==> src/rtl/lte_pkg.sv <==
// Shared types and constants for the line table program encoder.
// Used by lte_front, lte_cmd_q, lte_back and line_table_program_encoder.
package lte_pkg;

	localparam logic [1:0] ACT_ENTRY = 2'd0;
	localparam logic [1:0] ACT_START = 2'd1;
	localparam logic [1:0] ACT_END   = 2'd2;
	localparam logic [1:0] ACT_NONE  = 2'd3;

	localparam logic [7:0] OP_EXT        = 8'h00;
	localparam logic [7:0] OP_COPY       = 8'h01;
	localparam logic [7:0] OP_ADV_PC     = 8'h02;
	localparam logic [7:0] OP_ADV_LINE   = 8'h03;
	localparam logic [7:0] EXT_LEN_ADDR  = 8'h09;
	localparam logic [7:0] EXT_SET_ADDR  = 8'h02;
	localparam logic [7:0] EXT_LEN_END   = 8'h01;
	localparam logic [7:0] EXT_END_SEQ   = 8'h01;

	localparam logic [3:0] START_LAST_IDX = 4'd10;
	localparam logic [3:0] END_LAST_IDX   = 4'd2;

	localparam int CMD_QUEUE_DEPTH = 2;

	typedef struct packed {
		logic [1:0]  kind;
		logic [31:0] off_step;
		logic [31:0] row_step;
	} cmd_t;

endpackage

==> src/rtl/lte_front.sv <==
// Front end: accepts input words, tracks running offset and line, forms deltas.
// Depends on lte_pkg.
module lte_front (
	input  logic              clk,
	input  logic              arst_n,
	input  logic              in_fire,
	input  logic [1:0]        action,
	input  logic [30:0]       src_line,
	input  logic [31:0]       code_off,
	output logic              push,
	output lte_pkg::cmd_t     cmd
);

	logic [31:0] run_off_q;
	logic [30:0] run_line_q;

	assign push         = in_fire && (action != lte_pkg::ACT_NONE);
	assign cmd.kind     = action;
	assign cmd.off_step = code_off - run_off_q;
	assign cmd.row_step = {1'b0, src_line} - {1'b0, run_line_q};

	always_ff @(posedge clk or negedge arst_n) begin
		if (!arst_n) begin
			run_off_q  <= '0;
			run_line_q <= 31'd1;
		end else if (in_fire) begin
			if (action == lte_pkg::ACT_START) begin
				run_off_q  <= '0;
				run_line_q <= 31'd1;
			end else if (action == lte_pkg::ACT_ENTRY) begin
				run_off_q  <= code_off;
				run_line_q <= src_line;
			end
		end
	end

endmodule

==> src/rtl/lte_cmd_q.sv <==
// Small command queue between front and back end.
// Depends on lte_pkg.
module lte_cmd_q #(
	parameter int DEPTH = lte_pkg::CMD_QUEUE_DEPTH
) (
	input  logic          clk,
	input  logic          arst_n,
	input  logic          push,
	input  lte_pkg::cmd_t wr_cmd,
	output logic          full,
	input  logic          pop,
	output logic          not_empty,
	output lte_pkg::cmd_t rd_cmd
);

	localparam int AW = (DEPTH > 1) ? $clog2(DEPTH) : 1;
	localparam logic [AW-1:0] LAST_PTR = AW'(DEPTH - 1);

	lte_pkg::cmd_t mem_q [DEPTH];
	logic [AW-1:0] wr_ptr_q, rd_ptr_q;
	logic [AW:0]   count_q;

	assign full      = (count_q == (AW+1)'(DEPTH));
	assign not_empty = (count_q != '0);
	assign rd_cmd    = mem_q[rd_ptr_q];

	always_ff @(posedge clk) begin
		if (push && !full)
			mem_q[wr_ptr_q] <= wr_cmd;
	end

	always_ff @(posedge clk or negedge arst_n) begin
		if (!arst_n) begin
			wr_ptr_q <= '0;
			rd_ptr_q <= '0;
			count_q  <= '0;
		end else begin
			if (push && !full)
				wr_ptr_q <= (wr_ptr_q == LAST_PTR) ? '0 : wr_ptr_q + 1'b1;
			if (pop && not_empty)
				rd_ptr_q <= (rd_ptr_q == LAST_PTR) ? '0 : rd_ptr_q + 1'b1;
			if ((push && !full) && !(pop && not_empty))
				count_q <= count_q + 1'b1;
			else if (!(push && !full) && (pop && not_empty))
				count_q <= count_q - 1'b1;
		end
	end

endmodule

==> src/rtl/lte_back.sv <==
// Back end: turns one command into program bytes, one per cycle unless m_tready stalls, with LEB128 steps.
// Depends on lte_pkg.
module lte_back (
	input  logic          clk,
	input  logic          arst_n,
	input  logic          cmd_valid,
	input  lte_pkg::cmd_t cmd,
	output logic          pop,
	output logic          m_tvalid,
	input  logic          m_tready,
	output logic [7:0]    m_tdata,
	output logic          m_tlast
);

	localparam logic [2:0] ST_IDLE   = 3'd0;
	localparam logic [2:0] ST_START  = 3'd1;
	localparam logic [2:0] ST_END    = 3'd2;
	localparam logic [2:0] ST_PC_OP  = 3'd3;
	localparam logic [2:0] ST_PC_LEB = 3'd4;
	localparam logic [2:0] ST_LN_OP  = 3'd5;
	localparam logic [2:0] ST_LN_LEB = 3'd6;
	localparam logic [2:0] ST_COPY   = 3'd7;

	logic [2:0]  state_q, state_d;
	logic [3:0]  cnt_q;
	logic [31:0] pc_q;
	logic [31:0] ln_q;
	logic        ln_nz_q;
	logic        out_valid_q;
	logic [7:0]  out_byte_q;
	logic        out_last_q;

	logic        gen_valid, gen_last, fire, pc_done, ln_done;
	logic [7:0]  gen_byte;
	logic [31:0] ln_shift;

	assign pc_done  = (pc_q[31:7] == '0);
	assign ln_shift = $signed(ln_q) >>> 7;
	assign ln_done  = ((ln_shift == '0) && !ln_q[6]) || ((ln_shift == '1) && ln_q[6]);

	assign pop = (state_q == ST_IDLE) && cmd_valid;

	always_comb begin
		gen_valid = 1'b1;
		gen_last  = 1'b0;
		gen_byte  = lte_pkg::OP_EXT;
		state_d   = state_q;
		unique case (state_q)
			ST_IDLE: begin
				gen_valid = 1'b0;
			end
			ST_START: begin
				if (cnt_q == 4'd1)
					gen_byte = lte_pkg::EXT_LEN_ADDR;
				else if (cnt_q == 4'd2)
					gen_byte = lte_pkg::EXT_SET_ADDR;
				gen_last = (cnt_q == lte_pkg::START_LAST_IDX);
				if (gen_last)
					state_d = ST_IDLE;
			end
			ST_END: begin
				if (cnt_q == 4'd1)
					gen_byte = lte_pkg::EXT_LEN_END;
				else if (cnt_q == 4'd2)
					gen_byte = lte_pkg::EXT_END_SEQ;
				gen_last = (cnt_q == lte_pkg::END_LAST_IDX);
				if (gen_last)
					state_d = ST_IDLE;
			end
			ST_PC_OP: begin
				gen_byte = lte_pkg::OP_ADV_PC;
				state_d  = ST_PC_LEB;
			end
			ST_PC_LEB: begin
				gen_byte = {!pc_done, pc_q[6:0]};
				if (pc_done)
					state_d = ln_nz_q ? ST_LN_OP : ST_COPY;
			end
			ST_LN_OP: begin
				gen_byte = lte_pkg::OP_ADV_LINE;
				state_d  = ST_LN_LEB;
			end
			ST_LN_LEB: begin
				gen_byte = {!ln_done, ln_q[6:0]};
				if (ln_done)
					state_d = ST_COPY;
			end
			ST_COPY: begin
				gen_byte = lte_pkg::OP_COPY;
				gen_last = 1'b1;
				state_d  = ST_IDLE;
			end
			default: begin
				gen_valid = 1'b0;
			end
		endcase
	end

	assign fire = gen_valid && (!out_valid_q || m_tready);

	always_ff @(posedge clk or negedge arst_n) begin
		if (!arst_n) begin
			state_q     <= ST_IDLE;
			cnt_q       <= '0;
			out_valid_q <= 1'b0;
		end else begin
			if (pop) begin
				cnt_q <= '0;
				unique case (cmd.kind)
					lte_pkg::ACT_START: state_q <= ST_START;
					lte_pkg::ACT_END:   state_q <= ST_END;
					default: begin
						if (cmd.off_step != '0)
							state_q <= ST_PC_OP;
						else if (cmd.row_step != '0)
							state_q <= ST_LN_OP;
						else
							state_q <= ST_COPY;
					end
				endcase
			end else if (fire) begin
				state_q <= state_d;
				cnt_q   <= cnt_q + 1'b1;
			end
			if (fire)
				out_valid_q <= 1'b1;
			else if (m_tready)
				out_valid_q <= 1'b0;
		end
	end

	always_ff @(posedge clk) begin
		if (pop) begin
			pc_q    <= cmd.off_step;
			ln_q    <= cmd.row_step;
			ln_nz_q <= (cmd.row_step != '0);
		end else if (fire) begin
			if (state_q == ST_PC_LEB)
				pc_q <= pc_q >> 7;
			if (state_q == ST_LN_LEB)
				ln_q <= ln_shift;
		end
		if (fire) begin
			out_byte_q <= gen_byte;
			out_last_q <= gen_last;
		end
	end

	assign m_tvalid = out_valid_q;
	assign m_tdata  = out_byte_q;
	assign m_tlast  = out_last_q;

endmodule

==> src/rtl/line_table_program_encoder.sv <==
// Line table program encoder: an item enters on the slave side, its command waits in a
// short queue, and the back end sends its bytes one per cycle on the master side while
// m_tready allows. The back end loads a command while idle and sends its bytes before
// it takes the next: 1 to 13 bytes for an entry, 11 for a start, 3 for an end. Action 3
// is taken and dropped. The input side stalls only while the command queue is full.
// Depends on lte_pkg, lte_front, lte_cmd_q and lte_back.
module line_table_program_encoder #(
	parameter int QUEUE_DEPTH = lte_pkg::CMD_QUEUE_DEPTH
) (
	input  logic        clk,
	input  logic        arst_n,
	input  logic        s_tvalid,
	output logic        s_tready,
	input  logic [63:0] s_tdata,   // [30:0] source line, [62:31] code offset, [63] zero
	input  logic [1:0]  s_tuser,   // [1:0] action
	output logic        m_tvalid,
	input  logic        m_tready,
	output logic [7:0]  m_tdata,   // [7:0] out_byte
	output logic        m_tlast
);

	logic          in_fire, push, q_full, q_valid, pop;
	lte_pkg::cmd_t wr_cmd, rd_cmd;

	assign s_tready = !q_full;
	assign in_fire  = s_tvalid && s_tready;

	lte_front u_front (
		.clk      (clk),
		.arst_n   (arst_n),
		.in_fire  (in_fire),
		.action   (s_tuser),
		.src_line (s_tdata[30:0]),
		.code_off (s_tdata[62:31]),
		.push     (push),
		.cmd      (wr_cmd)
	);

	lte_cmd_q #(
		.DEPTH (QUEUE_DEPTH)
	) u_cmd_q (
		.clk       (clk),
		.arst_n    (arst_n),
		.push      (push),
		.wr_cmd    (wr_cmd),
		.full      (q_full),
		.pop       (pop),
		.not_empty (q_valid),
		.rd_cmd    (rd_cmd)
	);

	lte_back u_back (
		.clk       (clk),
		.arst_n    (arst_n),
		.cmd_valid (q_valid),
		.cmd       (rd_cmd),
		.pop       (pop),
		.m_tvalid  (m_tvalid),
		.m_tready  (m_tready),
		.m_tdata   (m_tdata),
		.m_tlast   (m_tlast)
	);

endmodule

==> config.mk <==
export PLATFORM = sky130hd
export DESIGN_NAME = line_table_program_encoder
export DESIGN_NICKNAME = d
export VERILOG_FILES = /design/src/rtl/lte_pkg.sv /design/src/rtl/lte_front.sv /design/src/rtl/lte_cmd_q.sv /design/src/rtl/lte_back.sv /design/src/rtl/line_table_program_encoder.sv
export SDC_FILE = /design/constraint.sdc
export NUM_CORES = 1
export LEC_CHECK = 0
export BUFFER_PORTS_ARGS = -buffer_cell sky130_fd_sc_hd__buf_2
export CAP_MARGIN = 40
export CORE_UTILIZATION = 35
export DETAILED_ROUTE_END_ITERATION = 7
export PLACE_DENSITY = 0.53
export SLEW_MARGIN = 20
export SYNTH_ARGS = -nofsm -noshare
export SYNTH_HDL_FRONTEND = slang
export SYNTH_SLANG_ARGS = --single-unit
export TNS_END_PERCENT = 30
==> constraint.sdc <==
create_clock -name clk -period 5.19 [get_ports clk]
set_input_delay 0.2595 -clock clk [delete_from_list [all_inputs] [get_ports clk]]
set_output_delay 0.2595 -clock clk [all_outputs]
set_load 0.02 [all_outputs]
**After elaboration in Yosys (flattened, before gate mapping)**

Memories as Yosys holds them, arrays and structs flattened.
Index checks and enable logic that the tools add are counted.

- Multiplexer cells: 38
- Add/sub/neg operators: 7
- Eq/ne operators: 20
- Reduce and logical (&&, ||, !) cells: 37

Operators with widths:

| cell | number |
|---|---|
| 32-bit 2-to-1 mux | 7 |
| 31-bit 2-to-1 mux | 3 |
| 32-bit nonzero test | 2 |
| 8-bit case mux with 7 select lines | 1 |
| 32-bit equality test, second input constant | 1 |
| 32-bit zero test | 1 |
| 31-bit by 31-bit subtractor with 32-bit output | 1 |
| 32-bit subtractor | 1 |
| 25-bit zero test | 1 |
| 3-bit 2-to-1 mux | 7 |
| 3-bit case mux with 7 select lines | 1 |
| 8-bit 2-to-1 mux | 2 |
| 2-bit nonzero test | 7 |
| 3-bit equality test, second input constant | 4 |
| 3-bit by 2-bit inequality test with 1-bit output, second input constant | 4 |
| 1-bit logical AND | 10 |
| 2-bit 2-to-1 mux | 5 |
| 1-bit 2-to-1 mux | 8 |
| 4-bit 2-to-1 mux | 2 |
| 8-bit nonzero test | 1 |
| 1-bit zero test | 7 |
| 3-bit by 2-bit equality test with 1-bit output, second input constant | 2 |
| 3-bit case mux with 2 select lines | 1 |
| 2-bit AND reduction | 3 |
| other kinds (16) | 20 |

- Output and inout port bits: 11
- Input port bits: 70
- Memories: 1
- Register bits: 149
- Word-level logic and storage cells: 117
- RAM bits: 132

Memories:

| memory | depth | bits a word | rd ports | clocked after Yosys merged registers in | write ports | RTL line | text |
|---|---|---|---|---|---|---|---|
| u_cmd_q.mem_q | 2 | 66 | 1 | 0 | 1 | lte_cmd_q.sv:19 | `lte_pkg::cmd_t mem_q [DEPTH];` |

**Longest topological paths before layout**

Gate-level depths: netlist of the first run.

- Word-level depth: 9
- Gate-level depth with buffers: 12
- Mapped depth without buffers: 12

**Modules after synthesis**

A second synthesis of the first run with hierarchy kept.

- Cells, all modules: 1,459
- Area, all modules: 15,467.3 um2

Modules (own cells, without submodules):

| module | area each (um2) | cells each | times used |
|---|---|---|---|
| lte_front | 6,289.8 | 826 | 1 |
| lte_cmd_q | 5,073.6 | 224 | 1 |
| lte_back | 4,093.9 | 407 | 1 |
| line_table_program_encoder | 10.0 | 2 | 1 |

**Worst setup path before layout of the first run**

Ideal clock, no wire load.

- Kind: flip-flop to flip-flop
- Start point: reg u_cmd_q.count_q[0]
- End point: mem u_cmd_q.mem_q[0][0] (netlist bit), enable pin
- Arrival: 3.968 ns
- Stages on the path, launching flop included: 5
- Path slack: 0.723 ns
- Buffers on the path: 0
- Library setup time: 0.498 ns
- Clock period less this slack: 4.467 ns
- Cells stage by stage: dfrtp_1 > nand2b_1 > nand2_1 > a21oi_1 > nor2b_1

- Cells in the longest elaborated chain, start to end: 7

Ends and longest elaborated chain:

| element | RTL line | text |
|---|---|---|
| start, declared | lte_cmd_q.sv:21 | `logic [AW:0] count_q;` |
| start signal, assigned | lte_cmd_q.sv:43 | `count_q <= count_q + 1'b1;` |
| start signal, assigned | lte_cmd_q.sv:45 | `count_q <= count_q - 1'b1;` |
| 2-bit equality test * | lte_cmd_q.sv:23 | `assign full = (count_q == (AW+1)'(DEPTH));` |
| 1-bit zero test * | line_table_program_encoder.sv:25 | `assign s_tready = !q_full;` |
| named net s_tready | line_table_program_encoder.sv:13 | `output logic s_tready,` |
| 1-bit logical AND | line_table_program_encoder.sv:26 | `assign in_fire = s_tvalid && s_tready;` |
| 1-bit logical AND | lte_front.sv:17 | `assign push = in_fire && (action != lte_pkg::ACT_NONE);` |
| 1-bit logical AND * | lte_cmd_q.sv:28 | `if (push && !full)` |
| 1-bit 2-to-1 mux * | lte_cmd_q.sv:28 |  |
| 1-bit 2-to-1 mux (not written as such) * | lte_cmd_q.sv:29 | `mem_q[wr_ptr_q] <= wr_cmd;` |
| end, declared | lte_cmd_q.sv:19 |  |

The timed path passes the listed nets; every way through them passes the cells marked *.

==> impl_metrics.tcl, run 1 <==
set metrics [dict create \
    grt_pass1_vias 10100 \
    start_kind "flip-flop" \
    fin_cells 2034 \
    finalSetupViolations 0 \
    synth_cell_types 75 \
    synth_top_area_share_pct 41.8 \
    relSlewSlack_pct 46.9 \
    dpl.hpwl_um 24000 \
    powerDensity_nw_per_um2 603 \
    status "completed" \
    fin_setup_tns_ns 0 \
    floorplan.initialDensity_pct 35.9 \
    worst_skew_pair.late_latency_ns 0.53 \
    rsz0062_at_grt "false" \
    grt_pass1_wl_um 54700 \
    cts_buffers 34 \
    finClkSkew_ns 0.0183 \
    tightest_slew_ns 0.794 \
    io_pins 81 \
    yosys_warnings 0 \
    critPathKind "reg -> reg" \
    cap_violations 0 \
    dieHeight_um 208 \
    dp_slack_ns 1.93 \
    p_leak_nw 6.78 \
    worstPathArrival_ns 3.53 \
    r2r_end "u_cmd_q.mem_q[1][24]" \
    syn_nets 1484 \
    dpl_cell_area_um2 15800 \
    die_w_um 208 \
    hold_path.class "in -> reg" \
    nets 1617 \
    track_usage_pct 15.8 \
    num_rows 74 \
    layout_setup_ws_ns 1.92 \
    r2r_slack_ns 1.92 \
    fin_area_um2 17500 \
    crit_start "u_front.run_line_q[0]" \
    ir_worst_vdd_v 0.000278 \
    drt_iter0_markers 654 \
    yosysSeqAreaShare_pct 54.4 \
    max_freq_ghz 0.305 \
    worst-path-max-fanout 5 \
    critPathCapture "u_cmd_q.mem_q[1][24]" \
    wl_um 33600 \
    synth_area_um2 14800 \
    period_needed_ns 3.27 \
    clockRootBuffer "clkbuf_16" \
    synth_area_per_cell_um2 11.0 \
    avgRoutedWirePerCell_um 16.5 \
    syn_inst 1344 \
    synth_top_area_cell "edfxtp_1" \
    ys_seq_elements 281 \
    drt-vias-per-instance 5.12 \
    ff2ff_path_depth 11 \
    final_max_slew_viol_count 0 \
    crit_required_ns 5.45 \
    synth_edf_count 206 \
    dieArea_um2 43100 \
    drive_above_1_share_pct 11.1 \
    placedCellCount 1911 \
    coreArea_um2 41300 \
    diodes 0 \
    synthFlopType "edfxtp_1" \
    cts_buffer_depth 3 \
    clock-sinks 281 \
    cts_tree "built" \
    period_share_pct 63.1 \
    syn_to_final_growth_pct 18.5 \
    postRouteAntennaNets 0 \
    firstDrtPassIters 4 \
    port_buffers 79 \
    vias 10400 \
    gp_congestion 0.822 \
    synthArstFlopShare_pct 26.7 \
    clkTransAtPathRegs_ns 0.06 \
    drc 0 \
    overflow 0 \
    synthTopCellsByArea "edfxtp_1, dfrtp_1, ha_1" \
    post_cts_resized 0 \
    hold_viol 0 \
    grt_max_degree 100 \
    final_core_util_pct 42.5 \
    critPathCaptureType "flip-flop" \
    r2r_start "u_front.run_line_q[0]" \
    cts_max_level 2 \
    antenna_found_initial 1 \
]
[cell type report]
class / count / area, um2
clock buffer: 41 / 898
timing repair buffer: 154 / 1150
sequential: 281 / 8070
multi-input combinational: 919 / 6230
tap: 532 / 666
inverter: 87 / 327
fill: 3938 / 23700
clock inverter: 20 / 208
[Yosys cell counts (24+ instances only)]
library cell	n
a21o_1	29
nand2_1	104
edfxtp_1	206
mux2i_1	70
nor4_1	40
nand4_1	25
nor2_1	69
o21ai_0	135
o21ai_1	24
inv_1	85
dfrtp_1	74
xnor2_1	35
a21oi_1	68
ha_1	68
nand3b_1	63
clkbuf_1	46
[per-layer routing]
layer  global-route usage, %  part of all wire (%)  up-vias
met4                    4.16                   1.8        0
met5                       0                     0        -
met1                    23.9                    51     4912
li1                        -                     -     5244
met3                    2.90                   4.6       44
met2                    23.0                    43      205
[sequential cells by signal, summed over array words and instances, names as in the netlist, 2 cells and up]
signal / flops
u_cmd_q.mem_q: 132
u_back.ln_q: 32
u_back.cnt_q: 4
u_front.run_off_q: 32
u_cmd_q.count_q: 2
u_back.pc_q: 32
u_back.m_tdata: 8
u_back.state_q: 3
u_front.run_line_q: 31
[worst min path at each step]
stage / end / slack [ns] / from / cells after the start
CTS: u_front.run_off_q[30] / 0.003 / s_tdata[61] / 3
finish: u_front.run_off_q[0] / 0.03 / s_tdata[31] / 3
detailed placement: u_front.run_off_q[19] / 0.26 / arst_n / 1
floorplan: u_back.cnt_q[0] / -0.04 / arst_n / 0
global placement: u_front.run_off_q[18] / 0.26 / arst_n / 1
global route: u_front.run_off_q[30] / 0.01 / s_tdata[61] / 3
[worst max-delay path: stages, from the launching register on]
cell and delay [ns]:
dfstp_2 0.53, ha_1 0.16, inv_1 0.06, fa_1 0.39, a21o_1 0.21, a21oi_2 0.18, o21bai_1 0.18, a221oi_4 0.37
a31oi_1 0.26, a221o_1 0.43, a21oi_2 0.15, xnor2_1 0.09
[placed cells by master (no fill, tap or decap), types with 29 or more instances in the layout]
| cell | instances |
|---|---|
| dfrtp_1 | 73 |
| dlygate4sd3_1 | 61 |
| mux2i_1 | 70 |
| edfxtp_1 | 206 |
| buf_2 | 78 |
| xnor2_1 | 35 |
| nor2_1 | 68 |
| a21oi_1 | 68 |
| a21o_1 | 29 |
| ha_1 | 68 |
| clkbuf_16 | 35 |
| nand2_1 | 104 |
| nand3b_1 | 63 |
| nor4_1 | 40 |
| o21ai_0 | 133 |
| inv_1 | 85 |
[metrics by stage]
| step | power [mW] | hold slack, ns |
|---|---|---|
| after floorplan | 7.12 | -0.0361 |
| after global placement | 8.16 | 0.258 |
| after detailed placement | 8.25 | 0.262 |
| after CTS | 10.7 | 0.00263 |
| after global routing | 11.4 | 0.0140 |
| final | 10.6 | 0.0270 |
[cells by family after synthesis]
| family | synth area share (%) |
|---|---|
| AND/OR/NAND/NOR | 13.5 |
| adder cells (fa/ha/maj) | 6.02 |
| XOR/XNOR | 3.37 |
| AO/OA/AOI/OAI | 14.1 |
| flip-flops | 54.4 |
| buffers and inverters | 3.72 |
| multiplexers | 4.81 |
[report_power, final]
group	switching (mW)	internal (mW)	leakage (nW)
clock network	0.933	1.44	0.535
registers	0.504	3.77	2.87
logic	2.45	1.50	3.37
[repair_timing]
action | CTS | global route
hold buffers | 61 | 0
endpoints found under the hold margin | 92 | 0
setup buffers | 0 | 0
Note: power is estimated with default switching activity, not from simulation.
==> inputs of run 2 (changes only) <==
- ABC_AREA: not set -> 1
- PLACE_DENSITY: 0.53 -> 0.54
- clock period: 5.19 -> 2.9 ns (I/O delays scaled with it)
==> run 2 against run 1 <==
Compared with the run above: worst hold slack improved by 0.16 ns; clock skew fell by 0.0011 ns; critical path depth fell by 3; sequential share of layout area fell by 1.9 points; non-clock buffer count rose by 15; sequential power rose by 68%; routed wire length rose by 14%; clock power rose by 84%; critical path type unchanged; largest cell class unchanged.
==> impl_metrics.tcl, run 2 <==
set metrics [dict create \
    period_share_pct 85.4 \
    drt_iter0_markers 792 \
    internal_power_mw 11.7 \
    dieHeight_um 211 \
    synthFlopType "edfxtp_1" \
    worst_skew_pair.late_latency_ns 0.53 \
    nFillCells 4265 \
    nets 2048 \
    overflow 0 \
    cap_violations 0 \
    period_needed_ns 2.48 \
    worstPathArrival_ns 2.75 \
    synth_edf_count 206 \
    critPathCaptureType "flip-flop" \
    wl_um 38200 \
    sw_frac_of_total_pct 39.1 \
    final_max_slew_viol_count 0 \
    powerDensity_nw_per_um2 1050 \
    diodes 0 \
    worst-path-max-fanout 4 \
    synth_area_um2 15300 \
    cts_buffer_depth 3 \
    grt_max_degree 64 \
    power_frac_seq_pct 37.4 \
    start_kind "flip-flop" \
    mostFrequentLayoutCells "nand2_1, edfxtp_1, inv_1, o21ai_0, nor2_1" \
    yosys_warnings 0 \
    fin_area_um2 18300 \
    dpl_cell_area_um2 16500 \
    synth_top_area_share_pct 40.4 \
    regMostFlops "u_cmd_q.mem_q" \
    syn_nets 1888 \
    yosysMostFrequentCell "nand2_1" \
    grt_pass1_vias 11600 \
    final_core_util_pct 42.5 \
    hold_viol 0 \
    grt_pass1_wl_um 61600 \
    relSlewSlack_pct 49.5 \
    syn_to_final_growth_pct 19.6 \
    die_w_um 211 \
    synth_cell_types 42 \
    dieArea_um2 44600 \
    antenna_found_initial 0 \
    net-switching-power_mw 7.49 \
    synthTopCellsByArea "edfxtp_1, dfrtp_1, nand2_1" \
    fin_setup_tns_ns 0 \
    dp_slack_ns 0.438 \
    clockRootBuffer "clkbuf_16" \
    syn_inst 1748 \
    crit_required_ns 3.17 \
    ys_seq_elements 281 \
    final_common_cell "nand2_1" \
    vias 12100 \
    track_usage_pct 17.6 \
    drc 0 \
    dpl.hpwl_um 28400 \
    cts_tree "built" \
    synth_area_per_cell_um2 8.75 \
    rsz0062_at_grt "false" \
    critPathKind "reg -> reg" \
    status "completed" \
    tightest_slew_ns 0.757 \
    power_frac_clock_pct 22.8 \
    num_rows 76 \
    postRouteAntennaNets 0 \
    clock-sinks 281 \
    layout_setup_ws_ns 0.424 \
    holdBufCountCts 67 \
    synth_top_area_cell "edfxtp_1" \
    p_leak_nw 7.72 \
    finClkSkew_ns 0.0172 \
    p_comb_share_pct 39.8 \
    finalSetupViolations 0 \
    coreArea_um2 43100 \
    post_cts_buffers 0 \
    ir_worst_vdd_v 0.000542 \
    yosysSeqAreaShare_pct 52.7 \
    gp_congestion 0.880 \
    drive_above_1_share_pct 8.63 \
    hold_path.class "in -> async" \
    cts_buffers 35 \
    firstDrtPassIters 5 \
    avgRoutedWirePerCell_um 15.1 \
    port_buffers 79 \
    io_pins 81 \
    synthArstFlopShare_pct 26.7 \
    largest_reg_flops 132 \
    post_cts_resized 0 \
    clkTransAtPathRegs_ns 0.06 \
    placedCellCount 2389 \
    floorplan.initialDensity_pct 35.5 \
    fin_cells 2519 \
    drt-vias-per-instance 4.79 \
    synth_common_cells "nand2_1, edfxtp_1, inv_1" \
    max_freq_ghz 0.404 \
    cts_max_level 2 \
]
## run 2: cell type report
cell class	instances	area [um2]	share of cell area, %
sequential	281	8070	44.1
multi-input combinational	1225	6270	34.3
timing repair buffer	169	1340	7.33
clock buffer	49	981	5.36
inverter	196	738	4.04
tap	585	732	4.00
clock inverter	14	168	0.916
## run 2: critical path, cell delays in order, from the launching register on
cell and delay (ns):
dfrtp_1 0.38, ha_1 0.24, fa_1 0.41, o21ai_0 0.45
nand3_1 0.16, nand3_1 0.21, nand4_1 0.16, nand3_1 0.13
nand2_1 0.09
## run 2: stage by stage
stage          hold WS [ns]  power, mW
2_1_floorplan        -0.151       12.4
3_3_place_gp          0.231       14.7
3_5_place_dp          0.233       14.8
4_1_cts               0.162       19.3
5_1_grt               0.217       20.6
6_report              0.182       19.2
## run 2: cells by family after synthesis
logic type | synth area share [%]
AO/OA/AOI/OAI | 11.2
buffers and inverters | 6.58
flip-flops | 52.7
adder cells (fa/ha/maj) | 5.82
XOR/XNOR | 2.75
multiplexers | 0.131
AND/OR/NAND/NOR | 20.9
## run 2: layer usage
metal	track usage [%]	vias to the layer above	routed length, um
li1	-	6181	-
met2	25.6	239	15900
met3	2.47	60	1700
met1	26.5	5576	19600
met5	0	-	0
met4	6.05	0	998
## run 2: path summary, 6_finish.rpt
kind,startpoint,to,slack (ns),cells after the start
max,u_front.run_off_q[0],u_cmd_q.mem_q[0][60],0.42,8
min,arst_n,u_front.run_off_q[30],0.18,2
max reg2reg,u_front.run_off_q[0],u_cmd_q.mem_q[0][60],0.42,8
min reg2reg,u_front.run_off_q[0],u_front.run_off_q[0],0.49,1
max in group asynchronous,arst_n,u_front.run_line_q[11],1.99,3
min in group clk,s_tvalid,u_front.run_off_q[31],0.20,4
## run 2: power by group through the flow
| stage | Sequential [mW] | Clock [mW] | Combinational (mW) |
|---|---|---|---|
| after floorplan | 7.17 | 0 | 5.27 |
| after global placement | 7.22 | 0 | 7.46 |
| after detailed placement | 7.25 | 0 | 7.55 |
| after CTS | 7.18 | 4.51 | 7.65 |
| after global routing | 7.31 | 4.64 | 8.69 |
| final | 7.17 | 4.37 | 7.63 |
==> inputs of run 3 (changes only) <==
- SYNTH_HIERARCHICAL: not set -> 1
==> run 3 against run 2 <==
Compared with the run above: the flow now finishes with violations (design-rule violations); register-to-register slack better by 0.33 ns; worst hold slack worse by 0.10 ns; setup slack better by 0.33 ns; clock-buffer cell count is 3 lower; critical path depth is 2 higher; sequential power is 1% lower; die area is 8.2% higher; area after synthesis is 8.2% higher; sequential share of layout area is 2.9 points lower; final area is 6.9% higher; synthesized cell count is 23% higher; combinational power is 8.4% higher; critical path type unchanged.
==> impl_metrics.tcl, run 3 <==
set metrics [dict create \
    drc 10 \
    drt-vias-per-instance 4.48 \
    postRouteAntennaNets 0 \
    r2r_slack_ns 0.75 \
    regMostFlops "u_cmd_q/mem_q" \
    dpl.hpwl_um 29800 \
    final_common_cell "nand2_1" \
    mostFrequentLayoutCells "nand2_1, inv_1, edfxtp_1, nor2_1, buf_2" \
    synth_cell_types 46 \
    period_needed_ns 2.15 \
    gr-max-usage-layer "met2" \
    worst_skew_pair.late_latency_ns 0.55 \
    clkTransAtPathRegs_ns 0.06 \
    powerDensity_nw_per_um2 1020 \
    synth_top_area_cell "edfxtp_1" \
    yosysSeqAreaShare_pct 48.7 \
    vias 13200 \
    use_met2_pct 26.2 \
    critPathCaptureType "flip-flop" \
    ir_worst_vdd_v 0.000526 \
    syn_nets 2289 \
    nFillCells 4750 \
    dieArea_um2 48200 \
    yosysMostFrequentCell "nand2_1" \
    dpl_cell_area_um2 17700 \
    clock-sinks 281 \
    max_freq_ghz 0.466 \
    synth_area_um2 16600 \
    critPathKind "reg -> reg" \
    start_kind "flip-flop" \
    ff_latch_area_um2 8070 \
    ff2ff_path_depth 10 \
    synthArstFlopShare_pct 26.7 \
    cpMaxStageDelayCell "dfrtp_1" \
    gp_congestion 0.876 \
    synth-compound-area-share_pct 5.51 \
    layout_setup_ws_ns 0.755 \
    syn_inst 2149 \
    synth_top_family_by_area "simple AND/OR/NAND/NOR gates" \
    hold_path.class "in -> async" \
    wl_um 39800 \
    track_usage_pct 17.1 \
    crit_required_ns 3.13 \
    grtUsageMet1_pct 24.7 \
    synthSimpleGateAreaFrac_pct 28.5 \
    num_rows 79 \
    worstPathArrival_ns 2.38 \
    cap_violations 0 \
    status "finished with violations" \
    avgRoutedWirePerCell_um 13.5 \
    synth_fa_ha_area_share_pct 5.38 \
    nets 2445 \
    finClkSkew_ns 0.0213 \
    fin_setup_tns_ns 0 \
    dp_slack_ns 0.737 \
    cts_max_level 2 \
    antenna_found_initial 0 \
    met3_usage_pct 2.32 \
    hold_viol 0 \
    diodes 0 \
    dieHeight_um 220 \
    grt_pass1_wl_um 65000 \
    tightest_slew_ns 0.589 \
    synthTopCellsByArea "edfxtp_1, nand2_1, dfrtp_1" \
    cts_buffer_depth 3 \
    die_w_um 220 \
    io_pins 81 \
    path_common_cell "inv_1" \
    whs_ns 0.0819 \
    synth_top_area_share_pct 37.3 \
    post_cts_buffers 0 \
    yosys_warnings 6 \
    relSlewSlack_pct 60.7 \
    worst-path-max-fanout 29 \
    multiInputGateArea_um2 6810 \
    port_buffers 79 \
    fin_area_um2 19600 \
    failed_checks "design-rule violations" \
    syn_to_final_growth_pct 18.1 \
    synth_edf_count 206 \
    fin_cells 2938 \
    rsz0062_at_grt "false" \
    drt_iter0_markers 721 \
    final_max_slew_viol_count 0 \
    floorplan.initialDensity_pct 35.5 \
    finalPower_mw 19.9 \
    drive_above_1_share_pct 8.71 \
    finalSetupViolations 0 \
    grt_pass1_vias 12600 \
    placedCellCount 2809 \
    synth_area_per_cell_um2 7.71 \
    synthFlopType "edfxtp_1" \
    slowest_delay_ns 0.37 \
    coreArea_um2 46700 \
    period_share_pct 74.0 \
    synth_common_cells "nand2_1, inv_1, edfxtp_1" \
    synth_xor_area_share_pct 1.59 \
    clockRootBuffer "clkbuf_16" \
    cts_tree "built" \
    overflow 0 \
    p_leak_nw 9.67 \
    synth_mux_area_share_pct 0 \
    grt_max_degree 68 \
    cp_cell_sequence "inv_1, nor2_1, nor2_2, inv_1, a21oi_1, inv_1, nor2_1, nand2_1, inv_2, buf_12" \
    cts_buffers 34 \
    firstDrtPassIters 7 \
    final_core_util_pct 41.9 \
    largest_reg_flops 132 \
    ys_seq_elements 281 \
]
==> run 3: final timing paths <==
| path | startpoint | to |
|---|---|---|
| worst max-delay path | u_cmd_q/count_q[1] | u_cmd_q/mem_q[0][45] |
| worst min-delay path | arst_n | u_back/m_tvalid |
| worst max register to register | u_cmd_q/count_q[1] | u_cmd_q/mem_q[0][45] |
| worst min register to register | u_cmd_q/count_q[1] | u_cmd_q/count_q[1] |
| max in group asynchronous | arst_n | u_front/run_off_q[14] |
| min in group clk | s_tvalid | u_cmd_q/wr_ptr_q |
==> run 3: routing by layer <==
metal,vias to the layer above,wire (um)
met5,-,0
met4,0,1010
met3,61,1380
met2,195,17000
met1,5921,20400
li1,6995,-
==> run 3: kinds of logic (layout without fill, tap and decap cells) <==
group	count (synthesis)	count (layout)
and+or+nand+nor	1173	1173
xor gates and xnor gates	30	30
AOI/OAI and AO/OA	171	171
DFF	281	281
buffers and inverters	424	606
adders and majority gates	70	70
==> run 3: final cells by class <==
cell class / instances / share of cell area (%)
clock inverter: 16 / 1.13
tap: 607 / 3.88
timing repair buffer: 165 / 6.61
clock buffer: 46 / 5.06
inverter: 379 / 7.28
multi-input combinational: 1444 / 34.8
sequential: 281 / 41.2
==> run 3: what timing repair did <==
action / in CTS / in global routing
hold buffers: 67 / 0
hold endpoints to repair: 143 / 0
setup endpoints to repair: 0 / 0
gates resized for setup: 0 / 0
==> run 3: worst max-delay path, delay by kind of cell, from the launching register on <==
kind,cells,cell delay [ns]
AND/OR/NAND/NOR,4,0.45
buffers and inverters,5,0.83
flip-flops,1,0.37
AO/OA/AOI/OAI,1,0.16
==> run 3: where the power goes <==
group          leakage (nW)  switching [mW]  internal [mW]
clock                 0.588            1.69           2.85
combinational          6.18            5.71           2.56
sequential             2.90           0.536           6.54
total                  9.67            7.93           11.9
